`src/hw/rtl/itep_pkg.sv`:
```
// itep_pkg: shared types and widths for the timestamp-to-epoch parser.
// Used by the front, the queue and the back; depends on nothing.

package itep_pkg;

	// widths of the parsed fields and of the result
	localparam int YEAR_W  = 14;
	localparam int FIELD_W = 7;
	localparam int EPOCH_W = 39;

	// one parsed timestamp, handed from the front to the back
	typedef struct packed {
		logic               ok;
		logic [YEAR_W-1:0]  year;
		logic [FIELD_W-1:0] month;
		logic [FIELD_W-1:0] day;
		logic [FIELD_W-1:0] hour;
		logic [FIELD_W-1:0] minute;
		logic [FIELD_W-1:0] second;
		logic               off_neg;
		logic [FIELD_W-1:0] off_hours;
		logic [FIELD_W-1:0] off_minutes;
	} rec_t;

endpackage

```
`src/hw/rtl/itep_front.sv`:
```
// itep_front: character parser, one item per cycle while the queue is not full; builds
// one record per timestamp. Depends on itep_pkg; feeds itep_queue.

module itep_front (
	input  logic                clk,
	input  logic                arst_n,
	input  logic                char_valid,
	output logic                char_ready,
	input  logic [7:0]          char_code,
	input  logic                end_of_string,
	input  logic                queue_full,
	output logic                push,
	output itep_pkg::rec_t      push_rec
);

	// parse phases
	localparam logic [4:0] PH_YEAR     = 5'd0;
	localparam logic [4:0] PH_DASH1    = 5'd1;
	localparam logic [4:0] PH_MONTH    = 5'd2;
	localparam logic [4:0] PH_DASH2    = 5'd3;
	localparam logic [4:0] PH_DAY      = 5'd4;
	localparam logic [4:0] PH_SEP      = 5'd5;
	localparam logic [4:0] PH_HOUR     = 5'd6;
	localparam logic [4:0] PH_COLON1   = 5'd7;
	localparam logic [4:0] PH_MINUTE   = 5'd8;
	localparam logic [4:0] PH_COLON2   = 5'd9;
	localparam logic [4:0] PH_SECOND   = 5'd10;
	localparam logic [4:0] PH_ZONE     = 5'd11;
	localparam logic [4:0] PH_FRAC     = 5'd12;
	localparam logic [4:0] PH_OFFH     = 5'd13;
	localparam logic [4:0] PH_OFFCOLON = 5'd14;
	localparam logic [4:0] PH_OFFM     = 5'd15;
	localparam logic [4:0] PH_DONE     = 5'd16;

	// outcome codes
	localparam logic [1:0] OUT_PARSING  = 2'd0;
	localparam logic [1:0] OUT_ACCEPTED = 2'd1;
	localparam logic [1:0] OUT_REFUSED  = 2'd2;

	// characters
	localparam logic [7:0] CH_NUL   = 8'h00;
	localparam logic [7:0] CH_SPACE = 8'h20;
	localparam logic [7:0] CH_PLUS  = 8'h2B;
	localparam logic [7:0] CH_DASH  = 8'h2D;
	localparam logic [7:0] CH_DOT   = 8'h2E;
	localparam logic [7:0] CH_ZERO  = 8'h30;
	localparam logic [7:0] CH_NINE  = 8'h39;
	localparam logic [7:0] CH_COLON = 8'h3A;
	localparam logic [7:0] CH_T     = 8'h54;
	localparam logic [7:0] CH_Z     = 8'h5A;

	localparam int YW = itep_pkg::YEAR_W;
	localparam int FW = itep_pkg::FIELD_W;

	logic [4:0]    phase_q;
	logic [1:0]    cnt_q;
	logic [1:0]    outcome_q;
	logic [YW-1:0] year_q;
	logic [FW-1:0] month_q, day_q, hour_q, minute_q, second_q;
	logic          off_neg_q;
	logic [FW-1:0] off_hours_q, off_minutes_q;

	logic [4:0]    ph_n;
	logic [1:0]    cnt_n;
	logic [1:0]    out_n;
	logic [YW-1:0] year_n;
	logic [FW-1:0] month_n, day_n, hour_n, minute_n, second_n;
	logic          off_neg_n;
	logic [FW-1:0] off_hours_n, off_minutes_n;

	logic          is_dig;
	logic [3:0]    dig;
	logic [YW-1:0] acc_year;
	logic [FW-1:0] sel2;
	logic [FW-1:0] acc2;
	logic [4:0]    next2;
	logic          wr2;
	logic          zone_go;
	logic          accept;
	logic          fin_acc;

	assign char_ready = !queue_full;
	assign accept     = char_valid && char_ready;
	assign push       = accept && end_of_string;

	// digit decode and accumulation
	assign is_dig   = (char_code >= CH_ZERO) && (char_code <= CH_NINE);
	assign dig      = 4'(char_code - CH_ZERO);
	assign acc_year = YW'(year_q * YW'(10)) + YW'(dig);
	assign acc2     = FW'(sel2 * FW'(10)) + FW'(dig);

	// two-digit field select and the phase that follows it
	always_comb begin
		sel2  = off_minutes_q;
		next2 = PH_DONE;
		unique case (phase_q)
			PH_MONTH: begin
				sel2  = month_q;
				next2 = PH_DASH2;
			end
			PH_DAY: begin
				sel2  = day_q;
				next2 = PH_SEP;
			end
			PH_HOUR: begin
				sel2  = hour_q;
				next2 = PH_COLON1;
			end
			PH_MINUTE: begin
				sel2  = minute_q;
				next2 = PH_COLON2;
			end
			PH_SECOND: begin
				sel2  = second_q;
				next2 = PH_ZONE;
			end
			PH_OFFH: begin
				sel2  = off_hours_q;
				next2 = PH_OFFCOLON;
			end
			default: begin
				sel2  = off_minutes_q;
				next2 = PH_DONE;
			end
		endcase
	end

	// next parse state for the current character
	always_comb begin
		ph_n          = phase_q;
		cnt_n         = cnt_q;
		out_n         = outcome_q;
		year_n        = year_q;
		month_n       = month_q;
		day_n         = day_q;
		hour_n        = hour_q;
		minute_n      = minute_q;
		second_n      = second_q;
		off_neg_n     = off_neg_q;
		off_hours_n   = off_hours_q;
		off_minutes_n = off_minutes_q;
		wr2           = 1'b0;
		zone_go       = 1'b0;

		if (outcome_q == OUT_PARSING) begin
			unique case (phase_q) inside
				PH_YEAR: begin
					if (!is_dig) begin
						out_n = OUT_REFUSED;
						ph_n  = PH_DONE;
					end else begin
						year_n = acc_year;
						if (cnt_q == 2'd3) begin
							cnt_n = 2'd0;
							ph_n  = PH_DASH1;
						end else begin
							cnt_n = cnt_q + 2'd1;
						end
					end
				end
				PH_MONTH, PH_DAY, PH_HOUR, PH_MINUTE, PH_SECOND, PH_OFFH: begin
					if (!is_dig) begin
						out_n = OUT_REFUSED;
						ph_n  = PH_DONE;
					end else begin
						wr2 = 1'b1;
						if (cnt_q == 2'd1) begin
							cnt_n = 2'd0;
							ph_n  = next2;
						end else begin
							cnt_n = cnt_q + 2'd1;
						end
					end
				end
				PH_DASH1: begin
					ph_n = (char_code == CH_DASH) ? PH_MONTH : PH_DONE;
					if (char_code != CH_DASH) out_n = OUT_REFUSED;
				end
				PH_DASH2: begin
					ph_n = (char_code == CH_DASH) ? PH_DAY : PH_DONE;
					if (char_code != CH_DASH) out_n = OUT_REFUSED;
				end
				PH_COLON1: begin
					ph_n = (char_code == CH_COLON) ? PH_MINUTE : PH_DONE;
					if (char_code != CH_COLON) out_n = OUT_REFUSED;
				end
				PH_COLON2: begin
					ph_n = (char_code == CH_COLON) ? PH_SECOND : PH_DONE;
					if (char_code != CH_COLON) out_n = OUT_REFUSED;
				end
				PH_SEP: begin
					if (char_code == CH_T || char_code == CH_SPACE) begin
						ph_n = PH_HOUR;
					end else begin
						out_n = OUT_REFUSED;
						ph_n  = PH_DONE;
					end
				end
				PH_ZONE: begin
					if (char_code == CH_DOT) ph_n = PH_FRAC;
					else zone_go = 1'b1;
				end
				PH_FRAC: begin
					if (!is_dig) zone_go = 1'b1;
				end
				PH_OFFCOLON: begin
					if (char_code == CH_COLON) begin
						cnt_n = 2'd0;
						ph_n  = PH_OFFM;
					end else if (!is_dig) begin
						out_n = OUT_REFUSED;
						ph_n  = PH_DONE;
					end else begin
						wr2   = 1'b1;
						cnt_n = 2'd1;
						ph_n  = PH_OFFM;
					end
				end
				PH_OFFM: begin
					if (!is_dig) begin
						out_n = OUT_REFUSED;
						ph_n  = PH_DONE;
					end else begin
						wr2 = 1'b1;
						if (cnt_q == 2'd1) begin
							cnt_n = 2'd0;
							out_n = OUT_ACCEPTED;
							ph_n  = PH_DONE;
						end else begin
							cnt_n = cnt_q + 2'd1;
						end
					end
				end
				default: begin
					ph_n = phase_q;
				end
			endcase
		end

		// zone designator after the seconds or the fraction
		if (zone_go) begin
			if (char_code == CH_Z || char_code == CH_NUL) begin
				out_n = OUT_ACCEPTED;
				ph_n  = PH_DONE;
			end else if (char_code == CH_PLUS || char_code == CH_DASH) begin
				off_neg_n = (char_code == CH_DASH);
				cnt_n     = 2'd0;
				ph_n      = PH_OFFH;
			end else begin
				out_n = OUT_REFUSED;
				ph_n  = PH_DONE;
			end
		end

		// write back the two-digit field
		if (wr2) begin
			unique case (phase_q)
				PH_MONTH:  month_n  = acc2;
				PH_DAY:    day_n    = acc2;
				PH_HOUR:   hour_n   = acc2;
				PH_MINUTE: minute_n = acc2;
				PH_SECOND: second_n = acc2;
				PH_OFFH:   off_hours_n = acc2;
				default:   off_minutes_n = acc2;
			endcase
		end
	end

	// end of text: only the zone or fraction phase may still finish cleanly
	assign fin_acc = (out_n == OUT_ACCEPTED) ||
		((out_n == OUT_PARSING) && (ph_n == PH_ZONE || ph_n == PH_FRAC));

	always_comb begin
		push_rec.ok          = fin_acc;
		push_rec.year        = year_n;
		push_rec.month       = month_n;
		push_rec.day         = day_n;
		push_rec.hour        = hour_n;
		push_rec.minute      = minute_n;
		push_rec.second      = second_n;
		push_rec.off_neg     = off_neg_n;
		push_rec.off_hours   = off_hours_n;
		push_rec.off_minutes = off_minutes_n;
	end

	// parse state registers, cleared after the last character
	always_ff @(posedge clk or negedge arst_n) begin
		if (!arst_n) begin
			phase_q       <= PH_YEAR;
			cnt_q         <= 2'd0;
			outcome_q     <= OUT_PARSING;
			year_q        <= '0;
			month_q       <= '0;
			day_q         <= '0;
			hour_q        <= '0;
			minute_q      <= '0;
			second_q      <= '0;
			off_neg_q     <= 1'b0;
			off_hours_q   <= '0;
			off_minutes_q <= '0;
		end else if (accept) begin
			if (end_of_string) begin
				phase_q       <= PH_YEAR;
				cnt_q         <= 2'd0;
				outcome_q     <= OUT_PARSING;
				year_q        <= '0;
				month_q       <= '0;
				day_q         <= '0;
				hour_q        <= '0;
				minute_q      <= '0;
				second_q      <= '0;
				off_neg_q     <= 1'b0;
				off_hours_q   <= '0;
				off_minutes_q <= '0;
			end else begin
				phase_q       <= ph_n;
				cnt_q         <= cnt_n;
				outcome_q     <= out_n;
				year_q        <= year_n;
				month_q       <= month_n;
				day_q         <= day_n;
				hour_q        <= hour_n;
				minute_q      <= minute_n;
				second_q      <= second_n;
				off_neg_q     <= off_neg_n;
				off_hours_q   <= off_hours_n;
				off_minutes_q <= off_minutes_n;
			end
		end
	end

endmodule

```
`src/hw/rtl/itep_queue.sv`:
```
// itep_queue: short record queue between the parse front and the conversion back.
// Depends on itep_pkg for the record type.

module itep_queue #(
	parameter int DEPTH = 2
) (
	input  logic           clk,
	input  logic           arst_n,
	input  logic           push,
	input  itep_pkg::rec_t push_rec,
	output logic           full,
	input  logic           pop,
	output logic           not_empty,
	output itep_pkg::rec_t head
);

	localparam int PTR_W = (DEPTH > 1) ? $clog2(DEPTH) : 1;
	localparam int CNT_W = $clog2(DEPTH + 1);
	localparam logic [PTR_W-1:0] LAST_PTR = PTR_W'(DEPTH - 1);
	localparam logic [CNT_W-1:0] FULL_CNT = CNT_W'(DEPTH);

	itep_pkg::rec_t   slot_q [DEPTH];
	logic [PTR_W-1:0] wr_ptr_q, rd_ptr_q;
	logic [CNT_W-1:0] count_q;

	assign full      = (count_q == FULL_CNT);
	assign not_empty = (count_q != '0);
	assign head      = slot_q[rd_ptr_q];

	// record storage
	always_ff @(posedge clk) begin
		if (push) begin
			slot_q[wr_ptr_q] <= push_rec;
		end
	end

	// pointers and fill count
	always_ff @(posedge clk or negedge arst_n) begin
		if (!arst_n) begin
			wr_ptr_q <= '0;
			rd_ptr_q <= '0;
			count_q  <= '0;
		end else begin
			if (push) begin
				wr_ptr_q <= (wr_ptr_q == LAST_PTR) ? '0 : wr_ptr_q + PTR_W'(1);
			end
			if (pop) begin
				rd_ptr_q <= (rd_ptr_q == LAST_PTR) ? '0 : rd_ptr_q + PTR_W'(1);
			end
			if (push && !pop) begin
				count_q <= count_q + CNT_W'(1);
			end else if (pop && !push) begin
				count_q <= count_q - CNT_W'(1);
			end
		end
	end

endmodule

```
`src/hw/rtl/itep_back.sv`:
```
// itep_back: checks a parsed record and converts it to epoch seconds by days-from-civil.
// Depends on itep_pkg; reads records from itep_queue and drives the result register.

module itep_back (
	input  logic                                clk,
	input  logic                                arst_n,
	input  logic                                rec_valid,
	input  itep_pkg::rec_t                      rec,
	output logic                                pop,
	output logic                                result_valid,
	input  logic                                result_ready,
	output logic signed [itep_pkg::EPOCH_W-1:0] epoch_seconds,
	output logic                                accepted
);

	localparam int EW = itep_pkg::EPOCH_W;

	// sequencer steps
	localparam logic [2:0] ST_LOAD = 3'd0;
	localparam logic [2:0] ST_ERA  = 3'd1;
	localparam logic [2:0] ST_YOE  = 3'd2;
	localparam logic [2:0] ST_DOE  = 3'd3;
	localparam logic [2:0] ST_DAYS = 3'd4;
	localparam logic [2:0] ST_MUL  = 3'd5;
	localparam logic [2:0] ST_SUM  = 3'd6;

	// days before the first of each month, counted from March
	function automatic logic [8:0] month_base(input logic [3:0] mp);
		logic [8:0] base;
		case (mp)
			4'd0:    base = 9'd0;
			4'd1:    base = 9'd31;
			4'd2:    base = 9'd61;
			4'd3:    base = 9'd92;
			4'd4:    base = 9'd122;
			4'd5:    base = 9'd153;
			4'd6:    base = 9'd184;
			4'd7:    base = 9'd214;
			4'd8:    base = 9'd245;
			4'd9:    base = 9'd275;
			4'd10:   base = 9'd306;
			4'd11:   base = 9'd337;
			default: base = 9'd0;
		endcase
		return base;
	endfunction

	logic [2:0]           step_q;
	logic                 ok_q;
	logic [13:0]          v_q;
	logic [8:0]           doy_q;
	logic [18:0]          tod_q;
	logic [18:0]          off_q;
	logic                 neg_q;
	logic signed [20:0]   secs_q;
	logic [4:0]           era_q;
	logic [8:0]           yoe_q;
	logic [17:0]          doe_q;
	logic signed [23:0]   days_q;
	logic signed [EW-1:0] prod_q;
	logic                 res_valid_q;
	logic signed [EW-1:0] epoch_q;
	logic                 accepted_q;

	logic [12:0]          off_total;
	logic                 fields_ok;
	logic [3:0]           mp;
	logic [15:0]          era_prod;
	logic [13:0]          yoe_full;
	logic [1:0]           div100;
	logic signed [23:0]   days_c;
	logic signed [41:0]   prod_c;
	logic signed [EW-1:0] sum_c;
	logic                 out_free;

	assign pop           = (step_q == ST_LOAD) && rec_valid;
	assign out_free      = !res_valid_q || result_ready;
	assign result_valid  = res_valid_q;
	assign epoch_seconds = epoch_q;
	assign accepted      = accepted_q;

	// range checks on the record at the queue head
	assign off_total = 13'(13'(rec.off_hours) * 13'd60) + 13'(rec.off_minutes);
	assign fields_ok = rec.ok &&
		(rec.month >= 7'd1) && (rec.month <= 7'd12) &&
		(rec.day >= 7'd1) && (rec.day <= 7'd31) &&
		(rec.hour <= 7'd23) && (rec.minute <= 7'd59) && (rec.second <= 7'd60) &&
		(rec.off_minutes <= 7'd59) && (off_total <= 13'd840) &&
		!(rec.off_neg && (off_total > 13'd720));
	assign mp = (rec.month > 7'd2) ? 4'(rec.month - 7'd3) : 4'(rec.month + 7'd9);

	// era from the shifted year: floor(v / 400) as (v / 16) * 41 / 1024
	assign era_prod = 16'({6'd0, v_q[13:4]} * 16'd41);
	assign yoe_full = v_q - 14'({9'd0, era_q} * 14'd400);

	// century count within the era
	always_comb begin
		if (yoe_q >= 9'd300)      div100 = 2'd3;
		else if (yoe_q >= 9'd200) div100 = 2'd2;
		else if (yoe_q >= 9'd100) div100 = 2'd1;
		else                      div100 = 2'd0;
	end

	// era counts from one era before year zero, hence the extra era subtracted
	assign days_c = $signed({1'b0, 23'({18'd0, era_q} * 23'd146097)}) +
		$signed({6'd0, doe_q}) - $signed(24'd865565);
	assign prod_c = days_q * $signed(18'd86400);
	assign sum_c  = prod_q + EW'(secs_q);

	// conversion sequencer
	always_ff @(posedge clk or negedge arst_n) begin
		if (!arst_n) begin
			step_q <= ST_LOAD;
		end else begin
			unique case (step_q)
				ST_LOAD: if (rec_valid) step_q <= ST_ERA;
				ST_ERA:  step_q <= ST_YOE;
				ST_YOE:  step_q <= ST_DOE;
				ST_DOE:  step_q <= ST_DAYS;
				ST_DAYS: step_q <= ST_MUL;
				ST_MUL:  step_q <= ST_SUM;
				ST_SUM:  if (out_free) step_q <= ST_LOAD;
				default: step_q <= ST_LOAD;
			endcase
		end
	end

	// working registers of the conversion
	always_ff @(posedge clk) begin
		unique case (step_q)
			ST_LOAD: begin
				ok_q  <= fields_ok;
				v_q   <= rec.year + 14'd400 - ((rec.month <= 7'd2) ? 14'd1 : 14'd0);
				doy_q <= month_base(mp) + 9'(rec.day) - 9'd1;
				tod_q <= 19'(19'(rec.hour) * 19'd3600) + 19'(19'(rec.minute) * 19'd60) +
					19'(rec.second);
				off_q <= 19'(19'(rec.off_hours) * 19'd3600) +
					19'(19'(rec.off_minutes) * 19'd60);
				neg_q <= rec.off_neg;
			end
			ST_ERA: begin
				era_q  <= era_prod[14:10];
				secs_q <= neg_q ? ($signed({2'b0, tod_q}) + $signed({2'b0, off_q}))
				                : ($signed({2'b0, tod_q}) - $signed({2'b0, off_q}));
			end
			ST_YOE: begin
				yoe_q <= yoe_full[8:0];
			end
			ST_DOE: begin
				doe_q <= 18'(18'(yoe_q) * 18'd365) + 18'(yoe_q[8:2]) - 18'(div100) +
					18'(doy_q);
			end
			ST_DAYS: begin
				days_q <= days_c;
			end
			ST_MUL: begin
				prod_q <= prod_c[EW-1:0];
			end
			default: begin
				prod_q <= prod_q;
			end
		endcase
	end

	// result register
	always_ff @(posedge clk or negedge arst_n) begin
		if (!arst_n) begin
			res_valid_q <= 1'b0;
		end else if ((step_q == ST_SUM) && out_free) begin
			res_valid_q <= 1'b1;
		end else if (result_ready) begin
			res_valid_q <= 1'b0;
		end
	end

	always_ff @(posedge clk) begin
		if ((step_q == ST_SUM) && out_free) begin
			epoch_q    <= ok_q ? sum_c : '0;
			accepted_q <= ok_q;
		end
	end

endmodule

```
`src/hw/rtl/iso8601_to_epoch_parser.sv`:
```
// Timestamp text to Unix epoch seconds. The parse front takes one character item per cycle
// while the record queue is not full. The conversion sequencer in the back takes each record
// through its steps LOAD, ERA, YOE, DOE, DAYS, MUL and SUM, and takes no new record until
// SUM hands its result on; the record queue absorbs short timestamps meanwhile. Reset
// (arst_n low) clears parser, queue and result valid.

module iso8601_to_epoch_parser #(
	parameter int QUEUE_DEPTH = 2
) (
	input  logic                                clk,
	input  logic                                arst_n,
	input  logic                                char_valid,
	output logic                                char_ready,
	input  logic [7:0]                          char_code,
	input  logic                                end_of_string,
	output logic                                result_valid,
	input  logic                                result_ready,
	output logic signed [itep_pkg::EPOCH_W-1:0] epoch_seconds,
	output logic                                accepted
);

	logic           q_full;
	logic           q_push;
	logic           q_pop;
	logic           q_not_empty;
	itep_pkg::rec_t push_rec;
	itep_pkg::rec_t head_rec;

	// character parser
	itep_front u_front (
		.clk           (clk),
		.arst_n        (arst_n),
		.char_valid    (char_valid),
		.char_ready    (char_ready),
		.char_code     (char_code),
		.end_of_string (end_of_string),
		.queue_full    (q_full),
		.push          (q_push),
		.push_rec      (push_rec)
	);

	// record queue
	itep_queue #(
		.DEPTH (QUEUE_DEPTH)
	) u_queue (
		.clk       (clk),
		.arst_n    (arst_n),
		.push      (q_push),
		.push_rec  (push_rec),
		.full      (q_full),
		.pop       (q_pop),
		.not_empty (q_not_empty),
		.head      (head_rec)
	);

	// validation and epoch conversion
	itep_back u_back (
		.clk           (clk),
		.arst_n        (arst_n),
		.rec_valid     (q_not_empty),
		.rec           (head_rec),
		.pop           (q_pop),
		.result_valid  (result_valid),
		.result_ready  (result_ready),
		.epoch_seconds (epoch_seconds),
		.accepted      (accepted)
	);

endmodule

```
`config.mk`:
```
export PLATFORM = sky130hd
export DESIGN_NAME = iso8601_to_epoch_parser
export DESIGN_NICKNAME = d
export VERILOG_FILES = /design/src/hw/rtl/itep_pkg.sv /design/src/hw/rtl/itep_front.sv /design/src/hw/rtl/itep_queue.sv /design/src/hw/rtl/itep_back.sv /design/src/hw/rtl/iso8601_to_epoch_parser.sv
export SDC_FILE = /design/constraint.sdc
export NUM_CORES = 2
export LEC_CHECK = 0
export BUFFER_PORTS_ARGS = -buffer_cell sky130_fd_sc_hd__buf_2
export CORE_ASPECT_RATIO = 0.6
export CORE_UTILIZATION = 62
export CTS_BUF_LIST = sky130_fd_sc_hd__clkbuf_4 sky130_fd_sc_hd__clkbuf_8
export DETAILED_ROUTE_END_ITERATION = 6
export GPL_TIMING_DRIVEN = 0
export PLACE_DENSITY = 0.86
export SLEW_MARGIN = 10
export SYNTH_ARGS = -nofsm -noshare
export SYNTH_HDL_FRONTEND = slang
export SYNTH_HIERARCHICAL = 1
export SYNTH_SLANG_ARGS = --single-unit
```
`constraint.sdc`:
```
create_clock -name clk -period 8.3 [get_ports clk]
set_input_delay 0.415 -clock clk [delete_from_list [all_inputs] [get_ports clk]]
set_output_delay 0.415 -clock clk [all_outputs]
set_load 0.02 [all_outputs]
```
=== After elaboration in Yosys (flattened, before gate mapping) ===
Memories as Yosys holds them, arrays and structs flattened.
Cells that the tools add are included.

* Register bits: 293
* Bits in writable memories: 130
* ROM bits: 144
* Output and inout port bits: 42
* Logic and storage cells: 273
* Memories: 2

{| class="wikitable"
|+ Memory list
! name !! words !! bits a word !! read ports !! clocked after memory_dff !! wr ports !! RTL line !! RTL
|-
| (no name shown) || 16 || 9 || 1 || 0 || 0 || itep_back.sv:30 || <nowiki>case (mp)</nowiki>
|-
| u_queue.slot_q || 2 || 65 || 1 || 0 || 1 || itep_queue.sv:22 || <nowiki>itep_pkg::rec_t slot_q [DEPTH];</nowiki>
|}

* Add/subtract/negate cells: 27
* Multipliers: 12
* Order comparisons: 17
* Equal/unequal tests: 38
* Mux-type cells: 102
* Reduce and logical (&&, ||, !) cells: 44

{| class="wikitable"
|+ Operator list
! operator !! count
|-
| 7-bit two-way mux || 21
|-
| 5-bit two-way mux || 19
|-
| 14-bit two-way mux || 4
|-
| 2-bit two-way mux || 27
|-
| 5-bit by 4-bit == test with 1-bit output (second input constant) || 10
|-
| 5-bit case mux with 10 select lines || 1
|-
| 7-bit case mux with 6 select lines || 1
|-
| 8-bit by 6-bit == test with 1-bit output (second input constant) || 5
|-
| 39-bit by 21-bit adder with 39-bit output || 1
|-
| 19-bit by 13-bit adder with 19-bit output || 2
|-
| 7-bit by 4-bit multiplier with 11-bit output (second input constant) || 3
|-
| 24-bit by 11-bit multiplier with 32-bit output (second input constant) || 1
|-
| 7-bit by 8-bit multiplier with 15-bit output (second input constant) || 2
|-
| 5-bit case mux with 6 select lines || 1
|-
| 23-bit by 18-bit adder with 24-bit output || 1
|-
| 24-bit by 21-bit subtractor with 24-bit output (second input constant) || 1
|-
| 5-bit by 18-bit multiplier with 23-bit output (second input constant) || 1
|-
| 7-bit by 6-bit less-or-equal comparator with 1-bit output (second input constant) || 3
|-
| 21-bit two-way mux || 1
|-
| 3-bit case mux with 7 select lines || 1
|-
| 19-bit by 19-bit adder with 20-bit output || 1
|-
| 5-bit by 3-bit == test with 1-bit output (second input constant) || 4
|-
| 19-bit by 19-bit subtractor with 20-bit output || 1
|-
| 19-bit by 7-bit adder with 19-bit output || 1
|-
| 63 further kinds || 127
|}

=== Longest topological paths before layout ===
* Word-level depth: 12
* Gate-level depth with buffers: 28
* Depth with buffers taken out: 28

=== Cells and area by module ===
Netlist, hierarchy kept.

{| class="wikitable"
|+ Modules (own cells, without submodules)
! module !! times used !! cells an instance !! area an instance (um^2) !! seq. area each (um^2)
|-
| itep_back || 1 || 2544 || 25806.0 || 6406.1
|-
| itep_front || 1 || 663 || 5874.4 || 1826.8
|-
| itep_queue || 1 || 218 || 5041.1 || 4003.8
|}

=== Worst setup path before layout ===
OpenSTA, ideal clock, no wires.

* Kind: flip-flop to flip-flop
* Start: register u_back.step_q[2]
* End: register u_queue.count_q[1]
* Setup time: 0.079 ns
* Data arrival time: 5.792 ns
* Setup slack: 2.429 ns
* Cell stages (with the launch flop): 8
* Clock period less this slack: 5.871 ns
* Path through: dfrtp_1 > clkbuf_1 > nor3_1 > and2_1 > inv_1 > ha_1 > nor2_1 > xor2_1

* Cells in the longest elaborated chain, start to end: 5
* Elaborated cells on any way between the ends: 7

{| class="wikitable"
|+ Ends and longest elaborated chain
! item !! RTL line !! RTL
|-
| from (decl) || itep_back.sv:48 || <nowiki>logic [2:0] step_q;</nowiki>
|-
| from (signal assigned) || itep_back.sv:113 || <nowiki>step_q <= ST_LOAD;</nowiki>
|-
| from (signal assigned) || itep_back.sv:116 || <nowiki>ST_LOAD: if (rec_valid) step_q <= ST_ERA;</nowiki>
|-
| from (signal assigned) || itep_back.sv:117 || <nowiki>ST_ERA: step_q <= ST_YOE;</nowiki>
|-
| 3-bit zero test (*) || itep_back.sv:76 || <nowiki>assign pop = (step_q == ST_LOAD) && rec_valid;</nowiki>
|-
| 1-bit logical AND (*) || itep_back.sv:76 ||
|-
| net q_pop || iso8601_to_epoch_parser.sv:24 || <nowiki>logic q_pop;</nowiki>
|-
| 1-bit zero test || itep_queue.sv:50 || <nowiki>if (push && !pop) begin</nowiki>
|-
| 1-bit logical AND || itep_queue.sv:50 ||
|-
| 2-bit two-way mux or 2-bit nonzero test (tied branches) || - ||
|-
| to (signal assigned) || itep_queue.sv:51 || <nowiki>count_q <= count_q + CNT_W'(1);</nowiki>
|-
| to (signal assigned) || itep_queue.sv:53 || <nowiki>count_q <= count_q - CNT_W'(1);</nowiki>
|-
| to (decl) || itep_queue.sv:24 || <nowiki>logic [CNT_W-1:0] count_q;</nowiki>
|}

The timed path passes the listed nets; every way through them passes the cells marked *.
A chain may end at the register's enable or synchronous reset.

=== Worst setup path after layout ===
* Start: register u_back.yoe_q[4]
* End: register u_back.doe_q[16] (data pin)

* Cells in the longest elaborated chain, start to end: 6
* Elaborated cells on any way between the ends: 10

{| class="wikitable"
|+ Ends and longest elaborated chain
! item !! RTL line !! RTL
|-
| from (decl) || itep_back.sv:57 || <nowiki>logic [8:0] yoe_q;</nowiki>
|-
| from (signal assigned) || itep_back.sv:147 || <nowiki>yoe_q <= yoe_full[8:0];</nowiki>
|-
| branches (longest 4 deep; another with 9-bit by 9-bit multiplier with 18-bit output) || - ||
|-
| 18-bit by 2-bit subtractor with 18-bit output (*) || itep_back.sv:150 || <nowiki>doe_q <= 18'(18'(yoe_q) * 18'd365) + 18'(yoe_q[8:2]) - 18'(div100) +</nowiki>
|-
| 18-bit by 9-bit adder with 18-bit output (*) || itep_back.sv:150 ||
|-
| to (signal assigned) || itep_back.sv:150 ||
|-
| to (decl) || itep_back.sv:58 || <nowiki>logic [17:0] doe_q;</nowiki>
|}

Mark *: on every way between the ends.

==> impl_metrics.toml <==
[synthesis]
synth_xor_area_frac = 0.0555
synth-adder-area-share = 0.299
ys.flop_type = "edfxtp_1"
yosysTopAreaCell = "edfxtp_1"
async_flop_share = 0.192
ys_seq_elements = 421
synth_top_area_share = 0.278
synth-edff-count = 340
synth.top_cells.by_area = "edfxtp_1 28%, ha_1 19%, fa_1 11%"
synth_cells = 3425
muxShareOfSynthArea = 0.0354
ys_types = 107
synth_top_family_by_area = "adder cells"
synth.top_cells.by_count = "561 x ha_1, 545 x inv_1, 340 x edfxtp_1, 197 x fa_1, 177 x a21oi_1"
synth_simple_gate_area_frac = 0.0838
synth_area_um2 = 36700
yosysWarningCount = 6
syn_avg_cell_area_um2 = 10.7
synthesis.nets = 4196
synth_most_common_cell = "ha_1"
yosysSeqAreaShare = 0.333
synth_compound_area_frac = 0.128

[detailed_routing]
vias = 25878
routed_wirelength_mm = 81.2
viasPerCell = 5.91
wl_per_cell_um = 18.5
firstDrtPassIters = 6
drtIter0Drc = 2538
postRouteAntennaNets = 0
remaining_drc_errors = 0

[global_route]
grtUsageTotal = 0.276
grt_pass1_wl_mm = 133
grt_max_degree = 52
antenna_found_initial = 0
grt_pass1_vias = 25788
overflow = 0

[timing]
finalCritPeriodShare = 0.755
setup_viol = 0
clock_skew_ns = 0.0434
hold_viol = 0
fin_crit_ns = 6.26
slew_headroom = 0.269
drv_slew = 0
fin_tns_setup_ns = 0
fmax_ghz = 0.160
grt_setup_unrepaired = "false"
worst-slew-pin-transition_ns = 1.09

[die]
core-area_um2 = 58000
start_util = 0.633
io_pins = 55
die_h_um = 191
die_x_um = 316
die_area_um2 = 60200
fp-row-count = 68

[critical_path]
crit_arrival_ns = 6.78
crit_top_cell = "inv_1"
start_kind = "register"
worstSetupPathType = "register to register"
critical_path.max_stage_delay_ns = 0.67
critPathRequiredTime_ns = 8.82
end_kind = "register"
worstPathMaxFanout = 8
slowest_stage = "edfxtp_1"

[placement]
place_inst = 4260
dp_hpwl_mm = 63.2
io_buffers = 54
gp_congestion = 0.946

[cts]
clockBufferDepth = 3
path_clk_slew_ns = 0.08
cts_root_buffer = "clkbuf_8"
clock_sinks = 421
hold_buffers = 1
cts_tree = "done"
post_cts_buffers = 0
numCtsBuffers = 66
htreeDepth = 3
cts_resized = 0
clk_latency_ns = 0.67

[run_status]
outcome = "completed"

[flow_run]
maxCapViolations = 0

[layout]
final_cells = 4381
post-route-util = 0.683
multi_input_area_um2 = 22100
area_growth_pct = 7.96
regArea_um2 = 12200
diodes = 0
layout.nets = 4330
fillers = 4148
drive_gt1_frac = 0.0958

[min_path]
min_path_type = "input port to register"
-- per-layer routing --
layer  global-route usage  part of all wire  up-vias
met2                0.423              0.43     1030
met4               0.0516             0.015        0
li1                     -                 -    12225
met1                0.411              0.47    12503
met5                    0                 0        -
met3               0.0477             0.077      120
-- state kept, by name (all words and copies together) (netlist names), 3 cells and up --
| signal | cells |
|---|---|
| u_back/epoch_seconds | 39 |
| u_front/hour_q | 7 |
| u_back/v_q | 14 |
| u_front/phase_q | 5 |
| u_queue/slot_q | 130 |
| u_front/month_q | 7 |
| u_back/off_q | 17 |
| u_back/doy_q | 9 |
| u_front/year_q | 14 |
| u_back/days_q | 24 |
| u_back/era_q | 5 |
| u_front/second_q | 7 |
| u_front/day_q | 7 |
| u_back/doe_q | 18 |
| u_back/prod_q | 32 |
| u_back/tod_q | 19 |
| u_front/off_hours_q | 7 |
| u_front/minute_q | 7 |
| u_back/step_q | 3 |
| u_front/off_minutes_q | 7 |
| u_back/secs_q | 21 |
| u_back/yoe_q | 9 |
-- cell type report --
| type | instances | area share |
|---|---|---|
| Tap cell | 770 | 0.0243 |
| Multi-Input combinational cell | 2391 | 0.558 |
| Buffer | 67 | 0.00900 |
| Clock inverter | 29 | 0.00770 |
| Inverter | 546 | 0.0517 |
| Clock buffer | 91 | 0.0291 |
| Sequential cell | 421 | 0.309 |
| Timing Repair Buffer | 66 | 0.0116 |
-- worst paths after layout --
| kind | from | endpoint | slack, ns | cells past startpoint |
|---|---|---|---|---|
| worst max register to register | u_back/yoe_q[4] | u_back/doe_q[16] | 2.04 | 28 |
| worst max-delay path | u_back/yoe_q[4] | u_back/doe_q[16] | 2.04 | 28 |
| worst min-delay path | result_ready | u_back/result_valid | 0.20 | 3 |
| worst min register to register | u_back/v_q[1] | u_back/yoe_q[1] | 0.43 | 0 |
| max in group asynchronous | arst_n | u_front/minute_q[3] | 7.41 | 3 |
| min in group asynchronous | arst_n | u_front/day_q[3] | 0.26 | 2 |
-- cells by family after synthesis --
family	after synthesis
adders and majority gates	758
AOI/OAI and AO/OA	699
buffers and inverters	613
xor gates and xnor gates	231
and+or+nand+nor	599
DFF	421
muxes	104
-- placed cells by master, fill, tap and decap left out, types with 74 or more instances in the layout --
master,count
a21o_1,74
a21oi_1,177
clkbuf_8,75
dfrtp_1,81
edfxtp_1,340
fa_1,197
ha_1,561
inv_1,545
nand2_1,168
nor2_1,143
o21ai_0,123
xnor2_1,161
-- critical path: cells and delay by family, from the launching register on --
kind	cells	cell delay, ns
AO/OA/AOI/OAI	9	1.89
adder cells (fa/ha/maj)	7	1.85
buffers and inverters	7	0.57
flip-flops	1	0.67
AND/OR/NAND/NOR	5	1.14
-- stage by stage --
step | hold slack (ns) | worst slack (ns) | cell area (um^2)
after floorplan | 0.119 | 2.43 | 36700
after global placement | 0.402 | 0.597 | 38000
after detailed placement | 0.396 | 2.15 | 38200
after CTS | 0.149 | 2.13 | 39600
after global routing | 0.209 | 1.61 | 39600
final | 0.197 | 2.04 | 39600
Power is left out: the tool's default activity adds up to more than one toggle a clock period on the data nets, which glitch-free logic cannot reach.
